[src/rtl/smpq_pkg.sv]
// package with payload types, command codes and defaults for the sorted max priority queue
`timescale 1ns / 1ps
package smpq_pkg;

  localparam int CAPACITY_DEFAULT = 16;
  localparam int VALUE_W          = 31;
  localparam int RESULT_W         = 32;
  localparam int COUNT_FIELD_W    = 5;

  localparam logic CMD_PUSH = 1'b0;
  localparam logic CMD_POP  = 1'b1;

  localparam logic signed [RESULT_W-1:0] EMPTY_CODE = -32'sd1;

  typedef struct packed {
    logic               command;
    logic [VALUE_W-1:0] push_value;
  } in_t;

  typedef struct packed {
    logic signed [RESULT_W-1:0] popped_value;
    logic                       now_empty;
    logic [COUNT_FIELD_W-1:0]   entry_count;
    logic                       dropped;
  } out_t;

  typedef struct packed {
    logic               push;
    logic               pop;
    logic [VALUE_W-1:0] value;
  } cell_op_t;

  typedef struct packed {
    logic               ge;
    logic [VALUE_W-1:0] value;
  } cell_link_t;

endpackage

[src/rtl/sorted_max_priority_queue.sv]
// top level of the sorted max priority queue built as a chain of compare cells
// the done strobe is registered from the start transfer and rises in the cycle after it
// throughput: one command per cycle, busy stays low, every cell compares in parallel
// the receiver cannot stall, each result is shown for exactly one cycle
// reset clears the entry count and the done strobe; cell contents are left as is
`timescale 1ns / 1ps
module sorted_max_priority_queue #(
  parameter int CAPACITY = smpq_pkg::CAPACITY_DEFAULT
) (
  input  logic           clk,
  input  logic           rst,
  input  logic           start,
  output logic           busy,
  input  smpq_pkg::in_t  item,
  output logic           done,
  output smpq_pkg::out_t result
);

  localparam int CNT_W = $clog2(CAPACITY + 1);

  logic [CNT_W-1:0]     count;
  logic [CNT_W-1:0]     count_next;
  logic                 accept;
  logic                 full;
  logic                 empty;
  smpq_pkg::cell_op_t   op;
  smpq_pkg::cell_link_t link [CAPACITY];
  smpq_pkg::cell_link_t up   [CAPACITY];
  smpq_pkg::cell_link_t down [CAPACITY];
  smpq_pkg::out_t       result_next;

  assign busy   = 1'b0;
  assign accept = start && !busy;
  assign full   = count == CNT_W'(CAPACITY);
  assign empty  = count == '0;

  assign op.push  = accept && (item.command == smpq_pkg::CMD_PUSH) && !full;
  assign op.pop   = accept && (item.command == smpq_pkg::CMD_POP) && !empty;
  assign op.value = item.push_value;

  generate
    for (genvar i = 0; i < CAPACITY; i++) begin : g_cell
      if (i == 0) begin : g_top
        assign up[i] = '{ge: 1'b1, value: '0};
      end else begin : g_mid
        assign up[i] = link[i-1];
      end
      if (i == CAPACITY - 1) begin : g_end
        assign down[i] = link[i];
      end else begin : g_inner
        assign down[i] = link[i+1];
      end
      smpq_cell #(
        .CNT_W (CNT_W),
        .INDEX (i)
      ) u_cell (
        .clk       (clk),
        .op        (op),
        .count     (count),
        .from_up   (up[i]),
        .from_down (down[i]),
        .link      (link[i])
      );
    end
  endgenerate

  always_comb begin
    count_next = count;
    if (op.push) begin
      count_next = count + CNT_W'(1);
    end else if (op.pop) begin
      count_next = count - CNT_W'(1);
    end
    result_next.popped_value = op.pop ? {1'b0, link[0].value} : smpq_pkg::EMPTY_CODE;
    result_next.now_empty    = count_next == '0;
    result_next.entry_count  = smpq_pkg::COUNT_FIELD_W'(count_next);
    result_next.dropped      = accept && (item.command == smpq_pkg::CMD_PUSH) && full;
  end

  always_ff @(posedge clk) begin
    if (rst) begin
      count <= '0;
      done  <= 1'b0;
    end else begin
      count <= count_next;
      done  <= accept;
    end
  end

  always_ff @(posedge clk) begin
    if (accept) begin
      result <= result_next;
    end
  end

endmodule

[src/rtl/smpq_cell.sv]
// one storage cell of the sorted chain, largest entry at index zero
`timescale 1ns / 1ps
module smpq_cell #(
  parameter int CNT_W = 5,
  parameter int INDEX = 0
) (
  input  logic                 clk,
  input  smpq_pkg::cell_op_t   op,
  input  logic [CNT_W-1:0]     count,
  input  smpq_pkg::cell_link_t from_up,
  input  smpq_pkg::cell_link_t from_down,
  output smpq_pkg::cell_link_t link
);

  logic [smpq_pkg::VALUE_W-1:0] value;
  logic                         live;

  assign live       = count > CNT_W'(INDEX);
  assign link.ge    = live && (value >= op.value);
  assign link.value = value;

  always_ff @(posedge clk) begin
    if (op.push) begin
      if (!link.ge) begin
        value <= from_up.ge ? op.value : from_up.value;
      end
    end else if (op.pop) begin
      value <= from_down.value;
    end
  end

endmodule

[config.mk]
export PLATFORM = sky130hd
export DESIGN_NAME = sorted_max_priority_queue
export DESIGN_NICKNAME = d
export VERILOG_FILES = /design/src/rtl/smpq_pkg.sv /design/src/rtl/sorted_max_priority_queue.sv /design/src/rtl/smpq_cell.sv
export SDC_FILE = /design/constraint.sdc
export NUM_CORES = 2
export LEC_CHECK = 0
export ABC_AREA = 1
export BUFFER_PORTS_ARGS = -buffer_cell sky130_fd_sc_hd__buf_2
export CORE_ASPECT_RATIO = 1.75
export CORE_MARGIN = 2
export CORE_UTILIZATION = 30
export DETAILED_ROUTE_END_ITERATION = 8
export SYNTH_ARGS = -nofsm -noshare
export SYNTH_HDL_FRONTEND = slang
export SYNTH_SLANG_ARGS = --single-unit
[constraint.sdc]
create_clock -name clk -period 8.92 [get_ports clk]
set_input_delay 0.892 -clock clk [delete_from_list [all_inputs] [get_ports clk]]
set_output_delay 0.892 -clock clk [all_outputs]
set_load 0.005 [all_outputs]
==> impl_results.md <==
* Clk slew on worst S/H paths at 0.06 ns
* Max-cap violations at 0
* FILL cells at 14400
* Critical path required time at between 9 and 10 ns
* Core area at about 0.13 mm2
* TNS Setup at 0 ns
* Number of CTS-inserted buffers at 54
* I/O Pins at 76
* Crit path cell chain: buf_2 > inv_1 > ha_1 > nand2_1 > nor2_1 > nand4_1 > nor4_1 > nand2_1 > nand3_1 > buf_4 > nand2_1 > buf_4 > nand2_1 > nand2_1 > buf_4
* Storage element area at ~0.016 mm2
* Warnings from Yosys at 0
* Setup-failing EPs final at 0
* Final Cycle Share at around three fifths
* Die area at 0.139 mm2
* Final GP Congestion at 0.975
* Vias at 35600
* Vias in the first global route at 36200
* Wirelength, routed at 147000 um
* CP max stage delay at ~1.1 ns
* R2r worst-path depth at 13
* RSZ-0062 raised after global routing: no
* Synthesized instance count at 5620
* Fin. max-slew vios at 0
* Slowest-stage cell, CP: nor4_1
* H-tree Lvls at 2
* First-pass GRT wire length at 219000 um
* Drc violations at 0
* Worst Hold Class: in -> reg
* Yosys reg bits at 541
* Via-to-Cell Ratio at between 4 and 5
* Worst-Margin Slew at approximately 1.3 ns
* Worst setup SP type: input pin
* GR Overflow Total at 0
* Hold Path Depth at 2
* Final Hold Viols at 0
* Reg power frac at between 40% and 50%
* DR WL/cell at a little under 20 um
* R2r setup slk at approximately 4.2 ns
* Most Frequent Cell on Critical Path: nand2_1
* Routed Antenna Nets at 0
* WP data arrival at 5.63 ns
* Die X at 282 um
* Area of the multi-input gates at 0.0211 mm2
* Seq/Total Area, Yosys at approximately two fifths
* Port bufs at 74
* Pin count of the biggest net entering global routing at about 170
* Logic pwr share at about 33%
* Critical path capture point type: flop
* Most common cell after layout, fill and taps aside: nand2_1
* Nets at about 6000
* Hold Crit Start: rst
* Die Height at 491 um
* Cts repair resizes at 0
* Clock share of power at approximately a quarter
* CTS sink cnt at 541
* Outcome: finished, final reports clean
* Layout cells sized above 1 at under 10%
* Worst clock skew at just over 0.02 ns
* Netlist cell types at 34
* CTS tree: yes
* Worst vdd ir at about 0.17 mV
* Worst r2r src: g_cell[14].u_cell.value[29]
* Synth top area cells: edfxtp_1 39%, nand2_1 28%, ha_1 15%
* CP max FO at 32
* Internal power at roughly 5800 uW
* Starting Density at between 30 and 40%
* Most frequent cells in the layout: 3054 x nand2_1, 654 x inv_1, 535 x edfxtp_1
* Mean post-synth cell area at between 7 and 8 um2
* Post-cts hold buffer count at 0
* Min Tclk post-route at between 5 and 6 ns
* Setup Crit Path Kind: in -> reg
* TritonRoute pass-1 iters at 5
* P_leak at 0.0248 uW
* Syn nets at approximately 6000
* # rows at about 180
* Rel. slew slack at a little under an eighth
* Post-CTS Setup Bufs at 0
* Initial antenna violation count at 12
* Share of Yosys cell area claimed by the top area cell type at 39.5%
* Drt first-iter violations at 2575
* Sw Pwr at ~3700 uW
* HPWL Detailed at ~110000 um
* Fmax at around 190 MHz
* CTS Root Cell: clkbuf_16
* P&R area growth vs syn at 9.83%
* Clk_lat worst skew at around 0.67 ns
* Switching Fraction at approximately two fifths
* Synthesized area at between 0.04 and 0.05 mm2
* Total Power at between 9000 and 10000 uW
* Max clock buf depth at 3
* GRT Overall Usage at roughly a fifth
* Leading area contributor after synthesis: edfxtp_1
* Power density over the cells at between 200 and 250 mW/mm2
* Worst Setup SP: item[27]
## final timing paths
| kind | endpoint |
|---|---|
| hold / removal | count[4] |
| hold reg to reg | g_cell[11].u_cell.value[0] |
| setup / recovery | g_cell[14].u_cell.value[1] |
| setup reg to reg | g_cell[14].u_cell.value[1] |
## area by class of cell
cell class              count  area share [%]
well taps                1800            5.04
inverters                 659            5.55
repair buffers            143            2.02
clock buffers              60            3.12
diodes                      2          0.0112
clock inverters            38           0.849
multi-input cells        4233            47.2
flip-flops and latches    541            36.2
## cell usage after synthesis
library cell,count
conb_1,1
or2_1,1
and2_1,1
clkbuf_1,66
ha_1,501
o211ai_1,3
inv_2,5
a21oi_1,184
nand3_1,89
buf_1,2
o21a_1,11
o21ai_0,54
buf_4,32
edfxtp_1,535
nand3_2,1
xor2_1,3
o21ai_1,5
inv_1,654
nor4b_1,1
nand3b_1,13
nor3b_1,4
nand2_2,4
nor4_1,5
buf_2,80
o41ai_1,1
buf_6,7
nor3_1,7
nand2_1,3054
dfxtp_1,6
a21o_1,21
nor2_1,240
nor2_8,1
nand4_1,25
a31oi_1,3
## registers in the layout (all words and copies together), names as in the netlist
name and cells:
result 39, count 5, done 1, g_cell.u_cell.value 496
## through the flow
stage	util, %	hold slack [ns]	cells	setup WS, ns	cell area [um2]
after floorplan	-	0.507	5620	4.84	40700
after global placement	31.9	0.529	7376	2.90	42900
after detailed placement	31.9	0.531	7376	3.10	42900
after CTS	33.2	0.448	7474	3.81	44700
after global routing	33.2	0.491	7475	3.55	44700
final	33.2	0.475	7476	3.66	44700
## cells by family (layout without fill, tap and decap cells)
| group | Yosys count | after routing | share of synthesized area (%) |
|---|---|---|---|
| flip-flops | 541 | 541 | 39.8 |
| AND/OR/NAND/NOR | 3446 | 3446 | 32.5 |
| XOR/XNOR | 3 | 3 | 0.0646 |
| other | 1 | 3 | 0.00922 |
| AO/OA/AOI/OAI | 282 | 282 | 3.70 |
| adder cells (fa/ha/maj) | 501 | 501 | 15.4 |
| buffers and inverters | 846 | 900 | 8.48 |
## worst max-delay path, delay by kind of cell
family	cells	cell delay (ns)
buffers and inverters	5	2.00
adder cells (fa/ha/maj)	1	0.29
AND/OR/NAND/NOR	9	2.33
## power groups by stage
stage / clock (uW) / sequential, uW / combinational (uW)
2_1_floorplan: 0 / 3730 / 2110
3_3_place_gp: 0 / 3900 / 3070
3_5_place_dp: 0 / 3900 / 3130
4_1_cts: 2520 / 3850 / 3150
5_1_grt: 2580 / 3890 / 3570
6_report: 2480 / 3850 / 3160
## layer usage
| metal | part of all wire [%] | routed length (um) | track usage, % |
|---|---|---|---|
| met5 | 0.071 | 104 | 0 |
| met4 | 11 | 16400 | 20.0 |
| met3 | 4.2 | 6240 | 2.46 |
| met2 | 52 | 75900 | 39.0 |
| met1 | 33 | 48200 | 19.8 |
(Power assumes the default switching activity.)
